$ cat src/design/ucrr_pkg.sv
`timescale 1ns / 1ps
// ----------------------------------------------------------------------------
// ucrr_pkg: shared types and constants of the control request responder
// Request and result payload types, codes and the string character table.
// ----------------------------------------------------------------------------
package ucrr_pkg;

	localparam int EP_MAX_PACKET = 64;

	typedef struct packed {
		logic [1:0]  op;
		logic [7:0]  request_type;
		logic [7:0]  request_code;
		logic [15:0] setup_value;
		logic [15:0] setup_index;
		logic [15:0] setup_length;
	} req_t;

	typedef struct packed {
		logic [2:0] kind;
		logic [7:0] resp_byte;
		logic       last;
		logic [1:0] usb_event;
		logic       is_configured;
		logic       suspend_flag;
	} rsp_t;

	localparam logic [1:0] OP_SETUP   = 2'd0;
	localparam logic [1:0] OP_RESET   = 2'd1;
	localparam logic [1:0] OP_SUSPEND = 2'd2;
	localparam logic [1:0] OP_RESUME  = 2'd3;

	localparam logic [2:0] K_ACK   = 3'd0;
	localparam logic [2:0] K_STALL = 3'd1;
	localparam logic [2:0] K_DATA  = 3'd2;
	localparam logic [2:0] K_ZLP   = 3'd3;
	localparam logic [2:0] K_NONE  = 3'd4;

	localparam logic [1:0] EV_NONE = 2'd0;
	localparam logic [1:0] EV_CONN = 2'd1;
	localparam logic [1:0] EV_DISC = 2'd2;

	localparam logic [2:0] REG_VID  = 3'd0;
	localparam logic [2:0] REG_PID  = 3'd1;
	localparam logic [2:0] REG_REL  = 3'd2;
	localparam logic [2:0] REG_SELF = 3'd3;
	localparam logic [2:0] REG_WAKE = 3'd4;
	localparam logic [2:0] REG_MAXP = 3'd5;

	localparam logic [7:0] RQ_GET_STATUS = 8'h00;
	localparam logic [7:0] RQ_CLR_FEAT   = 8'h01;
	localparam logic [7:0] RQ_SET_FEAT   = 8'h03;
	localparam logic [7:0] RQ_SET_ADDR   = 8'h05;
	localparam logic [7:0] RQ_GET_DESC   = 8'h06;
	localparam logic [7:0] RQ_GET_CFG    = 8'h08;
	localparam logic [7:0] RQ_SET_CFG    = 8'h09;
	localparam logic [7:0] RQ_CLS_A      = 8'h0A;
	localparam logic [7:0] RQ_CLS_B      = 8'h0B;

	// Source selectors of the byte generator.
	localparam logic [2:0] SRC_DEV    = 3'd0;
	localparam logic [2:0] SRC_CFG    = 3'd1;
	localparam logic [2:0] SRC_LANG   = 3'd2;
	localparam logic [2:0] SRC_STR    = 3'd3;
	localparam logic [2:0] SRC_STATUS = 3'd4;
	localparam logic [2:0] SRC_CONF   = 3'd5;

	// Characters of the three strings, flat: maker 0..7, product 8..18, serial 19..30.
	function automatic logic [7:0] str_char(input logic [4:0] i);
		logic [7:0] c;
		case (i)
			5'd0: c = 8'h41;  5'd1: c = 8'h72;  5'd2: c = 8'h72;  5'd3: c = 8'h69;
			5'd4: c = 8'h62;  5'd5: c = 8'h61;  5'd6: c = 8'h64;  5'd7: c = 8'h61;
			5'd8: c = 8'h47;  5'd9: c = 8'h50;  5'd10: c = 8'h53; 5'd11: c = 8'h20;
			5'd12: c = 8'h54; 5'd13: c = 8'h72; 5'd14: c = 8'h61; 5'd15: c = 8'h63;
			5'd16: c = 8'h6B; 5'd17: c = 8'h65; 5'd18: c = 8'h72;
			5'd19, 5'd20, 5'd21, 5'd22, 5'd23, 5'd24, 5'd25, 5'd26, 5'd27,
			5'd28: c = 8'h30;
			5'd29: c = 8'h31; 5'd30: c = 8'h41;
			default: c = 8'h00;
		endcase
		return c;
	endfunction

endpackage

$ cat src/design/ucrr_if.sv
`timescale 1ns / 1ps
// ----------------------------------------------------------------------------
// ucrr_req_if / ucrr_rsp_if: valid-ready channels
// Request and result channels of the control request responder.
// ----------------------------------------------------------------------------
interface ucrr_req_if;
	logic              valid;
	logic              ready;
	ucrr_pkg::req_t    payload;
	modport source (output valid, output payload, input ready);
	modport sink (input valid, input payload, output ready);
endinterface

interface ucrr_rsp_if;
	logic              valid;
	logic              ready;
	ucrr_pkg::rsp_t    payload;
	modport source (output valid, output payload, input ready);
	modport sink (input valid, input payload, output ready);
endinterface

$ cat src/design/ucrr_desc_gen.sv
`timescale 1ns / 1ps
// ----------------------------------------------------------------------------
// ucrr_desc_gen: reply byte generator
// Gives one byte of the selected descriptor or status reply at an offset.
// ----------------------------------------------------------------------------
module ucrr_desc_gen (
	input  logic [2:0]  src,
	input  logic [1:0]  str_sel,
	input  logic [4:0]  base,
	input  logic [4:0]  pos,
	input  logic [7:0]  status_lo,
	input  logic [15:0] vendor_id,
	input  logic [15:0] product_id,
	input  logic [15:0] device_release,
	input  logic        self_powered,
	input  logic        wakeup_capable,
	input  logic [7:0]  max_power,
	output logic [7:0]  data
);
	import ucrr_pkg::*;

	localparam logic [7:0] MP = 8'(EP_MAX_PACKET);

	logic [4:0] ofs;
	logic [4:0] ch;
	logic [4:0] ch_base;
	logic [7:0] slen;

	always_comb begin
		ofs = base + pos;
		case (str_sel)
			2'd1: begin ch_base = 5'd0; slen = 8'd18; end
			2'd2: begin ch_base = 5'd8; slen = 8'd24; end
			default: begin ch_base = 5'd19; slen = 8'd26; end
		endcase
		ch = ch_base + 5'(pos[4:1] - 4'd1);
		data = 8'h00;
		case (src)
			SRC_DEV: begin
				case (pos)
					5'd0: data = 8'h12; 5'd1: data = 8'h01; 5'd3: data = 8'h02;
					5'd7: data = MP;
					5'd8: data = vendor_id[7:0];       5'd9: data = vendor_id[15:8];
					5'd10: data = product_id[7:0];     5'd11: data = product_id[15:8];
					5'd12: data = device_release[7:0]; 5'd13: data = device_release[15:8];
					5'd14: data = 8'h01; 5'd15: data = 8'h02; 5'd16: data = 8'h03;
					5'd17: data = 8'h01;
					default: data = 8'h00;
				endcase
			end
			SRC_CFG: begin
				case (ofs)
					5'd0: data = 8'h09; 5'd1: data = 8'h02; 5'd2: data = 8'd32;
					5'd4: data = 8'h01; 5'd5: data = 8'h01;
					5'd7: data = {1'b1, self_powered, wakeup_capable, 5'd0};
					5'd8: data = max_power;
					5'd9: data = 8'h09; 5'd10: data = 8'h04; 5'd13: data = 8'h02;
					5'd14, 5'd15, 5'd16: data = 8'hFF;
					5'd18: data = 8'h07; 5'd19: data = 8'h05; 5'd20: data = 8'h01;
					5'd21: data = 8'h02; 5'd22: data = MP;
					5'd25: data = 8'h07; 5'd26: data = 8'h05; 5'd27: data = 8'h81;
					5'd28: data = 8'h02; 5'd29: data = MP;
					default: data = 8'h00;
				endcase
			end
			SRC_LANG: begin
				case (pos)
					5'd0: data = 8'h04; 5'd1: data = 8'h03; 5'd2: data = 8'h09;
					5'd3: data = 8'h08;
					default: data = 8'h00;
				endcase
			end
			SRC_STR: begin
				if (pos == 5'd0) begin
					data = slen;
				end else if (pos == 5'd1) begin
					data = 8'h03;
				end else if (!pos[0]) begin
					data = str_char(ch);
				end
			end
			SRC_STATUS, SRC_CONF: data = (pos == 5'd0) ? status_lo : 8'h00;
			default: data = 8'h00;
		endcase
	end
endmodule

$ cat src/design/usb_control_request_responder.sv
`timescale 1ns / 1ps
// ----------------------------------------------------------------------------
// usb_control_request_responder: endpoint-0 standard request handler
// Decodes setup requests and bus events, keeps device state and streams
// replies one result per cycle while the result channel is not stalled.
// ----------------------------------------------------------------------------
// Channel   Dir  Handshake     Carries
// req       in   valid/ready   setup packet or bus event
// rsp       out  valid/ready   ack/stall/data byte/zero-length/no handshake
// cfg       in   write enable  register index and data
//
// A request is taken only when the block is idle. It reads the state word
// from a one-entry synchronous memory, decodes in the next cycle, then
// emits one result per cycle unless stalled: at most 32 results, for the
// 32-byte configuration descriptor. A stalled result holds in the output
// register. After reset the state word is cleared in the CLEAR state.
// ----------------------------------------------------------------------------
module usb_control_request_responder (
	input  logic        clk,
	input  logic        arst_n,
	ucrr_req_if.sink    req,
	ucrr_rsp_if.source  rsp,
	input  logic        cfg_we,
	input  logic [2:0]  cfg_index,
	input  logic [15:0] cfg_data
);
	import ucrr_pkg::*;

	localparam logic [2:0] ST_CLEAR = 3'd0;
	localparam logic [2:0] ST_IDLE  = 3'd1;
	localparam logic [2:0] ST_READ  = 3'd2;
	localparam logic [2:0] ST_DEC   = 3'd3;
	localparam logic [2:0] ST_SEND  = 3'd4;

	// State word: {suspend, halt_in, halt_out, remote_wake, configured}.
	logic [4:0] mem [1];
	logic [4:0] rd_s1;
	logic [4:0] wr_data;
	logic       wr_en;

	logic [2:0]  state_q;
	req_t        req_q;
	logic [15:0] vendor_id_q, product_id_q, device_release_q;
	logic        self_powered_q, wakeup_capable_q;
	logic [7:0]  max_power_q;

	// Reply stream.
	logic [2:0]  src_q;
	logic [1:0]  str_sel_q;
	logic [4:0]  base_q;
	logic [7:0]  status_q;
	logic [4:0]  pos_q;
	logic [5:0]  cnt_q;
	logic [2:0]  kind_q;
	logic        multi_q;
	logic [1:0]  ev_q;
	logic        conf_q, susp_q;

	logic        out_valid_q;
	rsp_t        out_q;
	logic [7:0]  gen_byte;

	always_ff @(posedge clk) begin
		if (wr_en)
			mem[0] <= wr_data;
		rd_s1 <= mem[0];
	end

	always_ff @(posedge clk or negedge arst_n) begin
		if (!arst_n) begin
			vendor_id_q      <= 16'h1915;
			product_id_q     <= 16'h0100;
			device_release_q <= 16'h0101;
			self_powered_q   <= 1'b1;
			wakeup_capable_q <= 1'b1;
			max_power_q      <= 8'h32;
		end else if (cfg_we) begin
			case (cfg_index)
				REG_VID:  vendor_id_q      <= cfg_data;
				REG_PID:  product_id_q     <= cfg_data;
				REG_REL:  device_release_q <= cfg_data;
				REG_SELF: self_powered_q   <= cfg_data[0];
				REG_WAKE: wakeup_capable_q <= cfg_data[0];
				REG_MAXP: max_power_q      <= cfg_data[7:0];
				default: ;
			endcase
		end
	end

	ucrr_desc_gen u_gen (
		.src(src_q), .str_sel(str_sel_q), .base(base_q), .pos(pos_q),
		.status_lo(status_q), .vendor_id(vendor_id_q), .product_id(product_id_q),
		.device_release(device_release_q), .self_powered(self_powered_q),
		.wakeup_capable(wakeup_capable_q), .max_power(max_power_q), .data(gen_byte)
	);

	// Decode: new state word and reply description from the request and old state.
	logic [4:0]  nxt;
	logic [2:0]  d_kind;
	logic        d_multi;
	logic [5:0]  d_len;
	logic [2:0]  d_src;
	logic [1:0]  d_str;
	logic [4:0]  d_base;
	logic [7:0]  d_stat;
	logic [1:0]  d_ev;
	logic [5:0]  d_cnt;
	logic        cf, rw, ho, hi;
	logic [7:0]  dt, ix, lo;

	always_comb begin
		{hi, ho, rw, cf} = rd_s1[3:0];
		nxt = rd_s1;
		d_kind = K_STALL; d_multi = 1'b0; d_len = 6'd0; d_src = SRC_DEV;
		d_str = 2'd1; d_base = 5'd0; d_stat = 8'd0; d_ev = EV_NONE;
		dt = req_q.setup_value[15:8];
		ix = req_q.setup_value[7:0];
		lo = req_q.setup_index[7:0];
		case (req_q.op)
			OP_RESET, OP_SUSPEND: begin
				d_ev = cf ? EV_DISC : EV_NONE;
				nxt[0] = 1'b0;
				nxt[4] = (req_q.op == OP_SUSPEND);
				d_kind = K_NONE;
			end
			OP_RESUME: begin
				nxt[4] = 1'b0;
				d_kind = K_NONE;
			end
			default: begin
				case (req_q.request_code)
					RQ_GET_STATUS: begin
						d_src = SRC_STATUS;
						d_multi = 1'b1; d_len = 6'd2;
						if (req_q.request_type == 8'h80 && lo == 8'h00)
							d_stat = {6'd0, rw, self_powered_q};
						else if (req_q.request_type == 8'h81 && cf && lo == 8'h00)
							d_stat = 8'd0;
						else if (req_q.request_type == 8'h82 && lo == 8'h00)
							d_stat = 8'd0;
						else if (req_q.request_type == 8'h82 && cf && lo == 8'h01)
							d_stat = {7'd0, ho};
						else if (req_q.request_type == 8'h82 && cf && lo == 8'h81)
							d_stat = {7'd0, hi};
						else
							d_multi = 1'b0;
					end
					RQ_CLR_FEAT, RQ_SET_FEAT: begin
						if (req_q.request_type == 8'h02 && req_q.setup_value == 16'd0) begin
							if (req_q.setup_index == 16'h0001) begin
								nxt[2] = req_q.request_code[1];
								d_kind = K_ACK;
							end else if (req_q.setup_index == 16'h0081) begin
								nxt[3] = req_q.request_code[1];
								d_kind = K_ACK;
							end
						end else if (req_q.request_type == 8'h00 && wakeup_capable_q
								&& req_q.setup_value == 16'd1) begin
							nxt[1] = req_q.request_code[1];
							d_kind = K_ACK;
						end
					end
					RQ_SET_ADDR: d_kind = K_NONE;
					RQ_GET_DESC: begin
						if (req_q.request_type == 8'h80) begin
							d_multi = 1'b1;
							case (dt)
								8'd1: begin d_src = SRC_DEV; d_len = 6'd18; end
								8'd2: begin d_src = SRC_CFG; d_len = 6'd32; end
								8'd3: begin
									case (ix)
										8'd0: begin d_src = SRC_LANG; d_len = 6'd4; end
										8'd1: begin d_src = SRC_STR; d_str = 2'd1; d_len = 6'd18; end
										8'd2: begin d_src = SRC_STR; d_str = 2'd2; d_len = 6'd24; end
										8'd3: begin d_src = SRC_STR; d_str = 2'd3; d_len = 6'd26; end
										default: d_multi = 1'b0;
									endcase
								end
								8'd4: begin
									d_src = SRC_CFG; d_base = 5'd9; d_len = 6'd9;
									if (ix != 8'd0) d_multi = 1'b0;
								end
								8'd5: begin
									d_src = SRC_CFG; d_len = 6'd7;
									if (ix == 8'd1) d_base = 5'd25;
									else if (ix == 8'd2) d_base = 5'd18;
									else d_multi = 1'b0;
								end
								default: d_multi = 1'b0;
							endcase
						end
					end
					RQ_GET_CFG: begin
						d_src = SRC_CONF; d_multi = 1'b1; d_len = 6'd1;
						d_stat = {7'd0, cf};
					end
					RQ_SET_CFG: begin
						if (req_q.request_type == 8'h00 && req_q.setup_index == 16'd0
								&& req_q.setup_length == 16'd0 && req_q.setup_value <= 16'd1) begin
							d_kind = K_ACK;
							if (req_q.setup_value[0]) begin
								nxt[3:2] = 2'b00; nxt[0] = 1'b1; d_ev = EV_CONN;
							end else begin
								d_ev = cf ? EV_DISC : EV_NONE; nxt[0] = 1'b0;
							end
						end
					end
					RQ_CLS_A, RQ_CLS_B:
						d_kind = (req_q.request_type == 8'h21) ? K_ACK : K_STALL;
					default: d_kind = K_STALL;
				endcase
			end
		endcase
		// Truncate to wLength; a zero count is a zero-length reply.
		d_cnt = (req_q.setup_length < 16'(d_len)) ? req_q.setup_length[5:0] : d_len;
		if (d_multi && d_cnt == 6'd0) begin
			d_multi = 1'b0;
			d_kind = K_ZLP;
		end
	end

	logic out_free;
	assign out_free = !out_valid_q || rsp.ready;
	assign req.ready = (state_q == ST_IDLE);
	assign wr_en = (state_q == ST_CLEAR) || (state_q == ST_DEC);
	assign wr_data = (state_q == ST_CLEAR) ? 5'd0 : nxt;
	assign rsp.valid = out_valid_q;
	assign rsp.payload = out_q;

	always_ff @(posedge clk) begin
		if (req.valid && req.ready)
			req_q <= req.payload;
		if (state_q == ST_DEC) begin
			src_q <= d_src; str_sel_q <= d_str; base_q <= d_base; status_q <= d_stat;
			cnt_q <= d_cnt; kind_q <= d_kind; multi_q <= d_multi;
			ev_q <= d_ev; conf_q <= nxt[0]; susp_q <= nxt[4];
			pos_q <= 5'd0;
		end else if (state_q == ST_SEND && out_free && multi_q) begin
			pos_q <= pos_q + 5'd1;
		end
		if (state_q == ST_SEND && out_free) begin
			out_q.kind <= multi_q ? K_DATA : kind_q;
			out_q.resp_byte <= multi_q ? gen_byte : 8'd0;
			out_q.last <= !multi_q || (6'(pos_q) + 6'd1 == cnt_q);
			out_q.usb_event <= ev_q;
			out_q.is_configured <= conf_q;
			out_q.suspend_flag <= susp_q;
		end
	end

	always_ff @(posedge clk or negedge arst_n) begin
		if (!arst_n) begin
			state_q <= ST_CLEAR;
			out_valid_q <= 1'b0;
		end else begin
			// A new result loads the output register; otherwise a taken one leaves it.
			if (state_q == ST_SEND && out_free)
				out_valid_q <= 1'b1;
			else if (rsp.ready)
				out_valid_q <= 1'b0;
			case (state_q)
				ST_CLEAR: state_q <= ST_IDLE;
				ST_IDLE: if (req.valid) state_q <= ST_READ;
				ST_READ: state_q <= ST_DEC;
				ST_DEC: state_q <= ST_SEND;
				ST_SEND: begin
					if (out_free) begin
						if (!multi_q || 6'(pos_q) + 6'd1 == cnt_q)
							state_q <= ST_IDLE;
					end
				end
				default: state_q <= ST_IDLE;
			endcase
		end
	end
endmodule

$ cat src/flat_wrapper.sv
// flat-port wrapper written by rule: the top's interface ports become plain ports
module usb_control_request_responder_flat import ucrr_pkg::*;
  (clk, arst_n, cfg_we, cfg_index, cfg_data, req_valid, req_payload, req_ready, rsp_valid, rsp_payload, rsp_ready);
  ucrr_req_if req_i ();
  ucrr_rsp_if rsp_i ();
  input  logic clk;
  input  logic arst_n;
  input  logic cfg_we;
  input  logic [2:0] cfg_index;
  input  logic [15:0] cfg_data;
  input wire logic [$bits(req_i.valid)-1:0] req_valid;
  input wire logic [$bits(req_i.payload)-1:0] req_payload;
  output wire logic [$bits(req_i.ready)-1:0] req_ready;
  output wire logic [$bits(rsp_i.valid)-1:0] rsp_valid;
  output wire logic [$bits(rsp_i.payload)-1:0] rsp_payload;
  input wire logic [$bits(rsp_i.ready)-1:0] rsp_ready;
  assign req_i.valid = req_valid;
  assign req_i.payload = req_payload;
  assign req_ready = req_i.ready;
  assign rsp_valid = rsp_i.valid;
  assign rsp_payload = rsp_i.payload;
  assign rsp_i.ready = rsp_ready;
  usb_control_request_responder u_core (.clk(clk), .arst_n(arst_n), .req(req_i), .rsp(rsp_i), .cfg_we(cfg_we), .cfg_index(cfg_index), .cfg_data(cfg_data));
endmodule
$ cat config.mk
export PLATFORM = sky130hd
export DESIGN_NAME = usb_control_request_responder_flat
export DESIGN_NICKNAME = d
export VERILOG_FILES = /design/src/design/ucrr_pkg.sv /design/src/design/ucrr_if.sv /design/src/design/ucrr_desc_gen.sv /design/src/design/usb_control_request_responder.sv /design/src/flat_wrapper.sv
export SDC_FILE = /design/constraint.sdc
export NUM_CORES = 1
export LEC_CHECK = 0
export ABC_AREA = 1
export BUFFER_PORTS_ARGS = -buffer_cell sky130_fd_sc_hd__buf_4
export CAP_MARGIN = 20
export CORE_UTILIZATION = 35
export DETAILED_ROUTE_END_ITERATION = 10
export HOLD_SLACK_MARGIN = 0.06
export PLACE_DENSITY = 0.61
export SYNTH_ARGS = -nofsm -noshare
export SYNTH_HDL_FRONTEND = slang
export SYNTH_SLANG_ARGS = --single-unit
$ cat constraint.sdc
create_clock -name clk -period 5.1 [get_ports clk]
set_input_delay 0.255 -clock clk [delete_from_list [all_inputs] [get_ports clk]]
set_output_delay 0.255 -clock clk [all_outputs]
set_load 0.1 [all_outputs]
## Word-level counts from Yosys, hierarchy flattened

Memories as Yosys holds them, arrays and structs flattened. A register that Yosys moved wholly into a read port is not among the register bits.
Cells that the tools add are included.

| storage, ports and cells | value |
|---|---|
| memories | 2 |
| bits in read-only memories | 224 |
| bits in registers | 181 |
| bits in writable memories | 5 |
| output and inout port bits | 18 |

| cells by class | value |
|---|---|
| eq/ne operators | 85 |
| bitwise operators | 3 |
| reduce and logical (&&, ||, !) cells | 64 |
| add/sub/neg operators | 5 |
| muxes and demuxes | 81 |
| magnitude comparators | 2 |

Memories:

| memory | words | width | read ports | clocked after memory_dff | wr ports | line | text |
|---|---|---|---|---|---|---|---|
| (no name shown) | 32 | 7 | 1 | 0 | 0 | ucrr_pkg.sv:71 | `case (i)` |
| u_core.mem | 1 | 5 | 1 | 1 | 1 | usb_control_request_responder.sv:36 | `logic [4:0] mem [1];` |

Operators by type and width:

| operator | count |
|---|---|
| case mux 8 bit (12 select lines) | 1 |
| case mux 8 bit (11 select lines) | 1 |
| equality test 5 x 4 -> 1 bit (second input constant) | 14 |
| equality test 5 bit (second input constant) | 13 |
| 2-to-1 mux 8 bit | 8 |
| equality test 8 x 2 -> 1 bit (second input constant) | 6 |
| zero test 16 bit | 3 |
| case mux 8 bit (5 select lines) | 1 |
| equality test 16 x 1 -> 1 bit (second input constant) | 2 |
| equality test 8 x 1 -> 1 bit (second input constant) | 4 |
| equality test 8 x 3 -> 1 bit (second input constant) | 4 |
| equality test 8 x 4 -> 1 bit (second input constant) | 4 |
| equality test 8 bit (second input constant) | 4 |
| zero test 8 bit | 4 |
| 2-to-1 mux 1 bit | 31 |
| case mux 6 bit (5 select lines) | 1 |
| case mux 3 bit (4 select lines) | 2 |
| equality test 5 x 3 -> 1 bit (second input constant) | 4 |
| case mux 5 bit (2 select lines) | 2 |
| case mux 5 bit (4 select lines) | 1 |
| OR reduction 2 bit | 10 |
| equality test 3 x 2 -> 1 bit (second input constant) | 6 |
| 2-to-1 mux 3 bit | 6 |
| 2-to-1 mux 6 bit | 3 |
| other kinds (44) | 105 |

## Depth between registers and ports, before layout

| depth | value |
|---|---|
| depth after elaboration | 11 |
| mapped depth | 25 |
| mapped depth without buffers | 25 |

## Hierarchy

From an unflattened synthesis, not the netlist that was laid out.

| second synthesis, totals | value |
|---|---|
| cell total of the unflattened synthesis | 1075 |
| area total of the unflattened synthesis | 9374.0 um^2 |

By module, submodules not included:

| module | area an instance (um^2) | cells each | times used |
|---|---|---|---|
| usb_control_request_responder | 7564.8 | 713 | 1 |
| ucrr_desc_gen | 1809.2 | 362 | 1 |

## Least setup slack after synthesis

No wires, ideal clock.

| timing | value |
|---|---|
| path kind | register to register |
| from | reg u_core.state_q[2] |
| to | reg u_core.req_q, in the netlist u_core.dt[0], enable pin |
| setup time | 0.490 ns |
| arrival | 3.344 ns |
| path buffers | 0 |
| stages on the path, launching flop included | 4 |
| period minus slack after synthesis | 3.835 ns |
| setup slack | 1.265 ns |
| required time | 4.610 ns |
| cell sequence | dfrtp_1 nor2_1 nand2_1 nor2_1 |

| between the ends | value |
|---|---|
| cells in the longest elaborated chain, start to end | 2 |

Ends and longest elaborated chain:

| what | line | text |
|---|---|---|
| start: declaration | usb_control_request_responder.sv:41 | `logic [2:0] state_q;` |
| start signal: assignment | usb_control_request_responder.sv:253 | `state_q <= ST_CLEAR;` |
| start signal: assignment | usb_control_request_responder.sv:262 | `ST_CLEAR: state_q <= ST_IDLE;` |
| start signal: assignment | usb_control_request_responder.sv:263 | `ST_IDLE: if (req.valid) state_q <= ST_READ;` |
| equality test 3 x 1 -> 1 bit | usb_control_request_responder.sv:224 | `assign req.ready = (state_q == ST_IDLE);` |
| logical AND 1 bit | usb_control_request_responder.sv:231 | `if (req.valid && req.ready)` |
| end signal: assignment | usb_control_request_responder.sv:232 | `req_q <= req.payload;` |
| end: declaration | usb_control_request_responder.sv:42 | `req_t req_q;` |

No other way between the ends.
A chain may end at the register's enable or synchronous reset.

## Worst setup path after layout

| timing | value |
|---|---|
| from | reg u_core.req_q[64] (netlist bit) |
| to | reg u_core.multi_q, data pin |

| between the ends | value |
|---|---|
| cells in the longest elaborated chain, start to end | 7 |

Ends and longest elaborated chain:

| what | line | text |
|---|---|---|
| equality test 2 x 1 -> 1 bit / equality test 2 bit (equally long branches) | usb_control_request_responder.sv:119 | `case (req_q.op)` |
| OR reduction 3 bit (no line) (*) | -- |  |
| 2-to-1 mux 6 bit (*) | usb_control_request_responder.sv:119 |  |
| < comparator 16 x 6 -> 1 bit | usb_control_request_responder.sv:215 | `d_cnt = (req_q.setup_length < 16'(d_len)) ? req_q.setup_length[5:0] : d_len;` |
| 2-to-1 mux 6 bit (*) | usb_control_request_responder.sv:215 |  |
| net u_core.d_cnt[1] | usb_control_request_responder.sv:107 | `logic [5:0] d_cnt;` |
| zero test 6 bit (*) | usb_control_request_responder.sv:216 | `if (d_multi && d_cnt == 6'd0) begin` |
| logical AND 1 bit (*) | usb_control_request_responder.sv:216 |  |
| end signal: assignment | usb_control_request_responder.sv:235 | `cnt_q <= d_cnt; kind_q <= d_kind; multi_q <= d_multi;` |
| end: declaration | usb_control_request_responder.sv:55 | `logic multi_q;` |

Mark *: on every way through the listed nets, which the timed path passes. The rest lies on a longest branch.

==> results.md <==
* Status: finished clean
* Setup TNS at 0 ns
* Final Hold Viols at 0
* Peak VDD IR at approximately 250 uV
* Root buffer cell: clkbuf_16
* Row count at between 50 and 60
* Buf+Inv Stages, Crit Path at 3
* PwrDens at 507.4 nW/um^2
* Setup WS post-layout at around 1.7 ns
* Synthesized net count at 1126
* Yosys top cell area share at 36.24%
* Min Tclk post-route at about 3.4 ns
* Post-synthesis cell type count at 48
* Main synth FF type: edfxtp_1
* Fmax at 0.2922 GHz
* Worst Setup End Kind: flop
* Placeable Area at roughly 25000 um^2
* Cell accounting for the most synthesized area: edfxtp_1
* Gr usage total at 17.10%
* CP max stage delay at 0.50 ns
* Setup Crit Path Kind: reg2reg
* Crit-path slowest cell: a2111oi_4
* Total number of vias at 7351
* Vias in the first global route at 7150
* CTS tree: built
* Die height at roughly 160 um
* Fin Hold WS at about 0.091 ns
* CP cell instances: inv_1 -> ha_1 -> inv_1 -> nor2_1 -> nand2_1 -> inv_1 -> nand2_1 -> ha_1 -> a2111oi_4 -> nand2_4 -> nand2_2 -> nand2_2 -> nor2_1 -> nand2_1 -> nor2_2 -> nor2_2
* Area growth, synth to finish at 26.88%
* Syn Area/Cell at roughly 9.2 um^2
* Final Routed Wirelength at around 22 mm
* CTS resizes at 0
* First-pass detailed-route iteration total at 5
* Top delay family on crit path: simple AND/OR/NAND/NOR gates
* Synth Instances at ~1.0k
* Max_cap viols at 0
* CTS HTree Levels at 4
* Buffers on Ports at 107
* Post-CTS Setup Bufs at 0
* GPL Wtd Cong at 0.8908
* Post-synthesis cell area at 9198 um^2
* Starting density of the core at between 30 and 40%
* Share of layout cells above drive strength 1 at 16.00%
* Global-route wire length before repair at 35.66 mm
* Data required, critical path at 5.29 ns
* I/O pins at 108
* Drt wl/cell at ~14 um
* RR Startpoint: u_core.req_q[64]
* Post-synth ARST share at roughly a third
* Largest net degree at the start of global routing at 67
* Crit path from: u_core.req_q[64]
* Startpoint types: flop
* Hold_buf cts at 68
* Worst reg2reg setup slack at 1.68 ns
* Area contributors post-synth: edfxtp_1 36%, dfrtp_1 13%, nand2_1 8.6%
* CTS buffer count at 17
* Iter 0 DRT Violations at roughly 470
* Worst Max-Slew Pin Slew at 1.058 ns
* Later-pin clock latency in the skew report at roughly 0.43 ns
* Placement Setup Slack at ~1.7 ns
* Crit path DAT at between 3 and 4 ns
* Total grt overflow at 0
* Leakage at 5.102 nW
* Initial antenna violation count at 0
* Yosys warns at 0
* Clock Sinks at around 180
* Crit-path max FO at 12
* DRC viols at 0
* Clk pin slew, worst setup/hold paths at 0.08 ns
* Post-synth EDFFs at 111
* Antenna Nets Post-Route at 0
* Synth Register Bits at 183
* Slew headroom at 28.92%
* Final period utilization at approximately two thirds
* Inserted Diodes at 0
* Hold_sp: cfg_data[11]
* Hold WC Path Type: in2reg
* Clk buf depth at 2
* Nets@finish at 1310
* RSZ-0062 raised after global routing: false
* Slew Limit Fails at 0
* Part of the Yosys area used for sequential elements at 55.48%
* Via-to-Cell Ratio at 4.805
* Finish-stage setup viols at 0
* Clock Skews at 0.01218 ns
* Die width at 164.1 um
* Full die area at 26930 um^2
* Dpl hpwl at 15.71 mm
==> Yosys cell counts, drive strengths merged, types with 3 or more instances <==
master / n
a211oi: 4
a21oi: 29
a221oi: 8
a22o: 6
a22oi: 3
a31oi: 6
clkbuf: 12
dfrtp: 48
dfstp: 14
dfxtp: 10
edfxtp: 111
ha: 31
inv: 156
nand2: 224
nand3: 51
nand3b: 3
nand4: 16
nor2: 95
nor3: 21
nor4: 13
o211ai: 5
o21ai: 100
o31ai: 4
or2: 6
xnor2: 3
xor2: 8
==> metal layers <==
| metal | wire length [um] | global-route usage [%] | part of all wire (%) |
|---|---|---|---|
| met1 | 10160 | 22.68 | 46 |
| met2 | 10530 | 28.44 | 48 |
| met3 | 936 | 3.258 | 4.3 |
| met4 | 286 | 4.630 | 1.3 |
| met5 | 0 | 0 | 0 |
==> tightest hold or removal path, stage by stage <==
cell     delay [ns]
buf_4          0.11
inv_1          0.07
o21ai_0        0.09
==> sequential cells by signal (all words and copies together) (netlist names), 3 cells and up <==
register                 cells
u_core.max_power_q           8
u_core.pos_q                 5
u_core.vendor_id_q          16
u_core.req_q                42
u_core.rd_s1                 5
u_core.dt                    8
u_core.product_id_q         16
u_core.src_q                 3
u_core.rsp.payload          16
u_core.mem                   5
u_core.base_q                3
u_core.kind_q                3
u_core.cnt_q                 6
u_core.device_release_q     16
u_core.state_q               3
u_core.ix                    8
u_core.lo                    8
==> cells by family (layout without fill, tap and decap cells) <==
family	count (synthesis)	count (layout)	share of synthesized area, %
compound gates	176	176	11.25
fa+ha+maj	33	33	4.652
simple gates	430	430	20.58
flops	183	183	55.48
buf+inv	170	367	6.992
xor+xnor	11	11	1.048
==> worst paths after layout <==
kind                                     endpoint  depth (start not counted)
min in group asynchronous   u_core.max_power_q[0]                          2
max reg2reg                        u_core.multi_q                         16
min reg2reg                       u_core.rd_s1[4]                          0
max in group asynchronous       u_core.state_q[1]                          2
max                                u_core.multi_q                         16
min                        u_core.vendor_id_q[11]                          3
==> where the power goes <==
| group | switching (mW) | internal (mW) | leakage (nW) |
|---|---|---|---|
| combinational | 1.65 | 0.758 | 2.95 |
| sequential | 0.218 | 2.00 | 1.86 |
| clock | 0.639 | 0.656 | 0.288 |
| total | 2.50 | 3.42 | 5.10 |
==> through the flow <==
stage / power, mW / std cells / utilization, % / area [um^2]
5_1_grt: 6.327 / 1530 / 45.81 / 11670
2_1_floorplan: 3.917 / 1003 / - / 9198
4_1_cts: 5.932 / 1529 / 45.76 / 11650
6_report: 5.921 / 1530 / 45.81 / 11670
3_5_place_dp: 4.582 / 1429 / 40.78 / 10390
3_3_place_gp: 4.599 / 1429 / 40.78 / 10390
==> placed cells by master (no fill, tap or decap), types with 6 or more instances in the layout <==
cell,instances
a22o_1,6
dfxtp_1,10
nor4_1,13
dfrtp_1,48
ha_1,31
o21ai_0,97
inv_1,150
clkbuf_16,17
xor2_1,8
buf_4,110
nor2_1,87
a31oi_1,6
nand3_1,50
a221oi_1,8
edfxtp_1,111
a21oi_1,29
inv_2,6
dfstp_2,14
dlygate4sd3_1,68
nand4_1,16
nor3_1,20
nand2_2,12
nand2_1,210
==> cell type report <==
class | instances | area, um^2
sequential | 183 | 5102
tap | 330 | 412.9
clock inverter | 15 | 160.2
clock buffer | 17 | 425.4
fill | 2397 | 13800
multi-input combinational | 650 | 3462
timing repair buffer | 179 | 1521
inverter | 156 | 585.6
(Power assumes the default switching activity.)
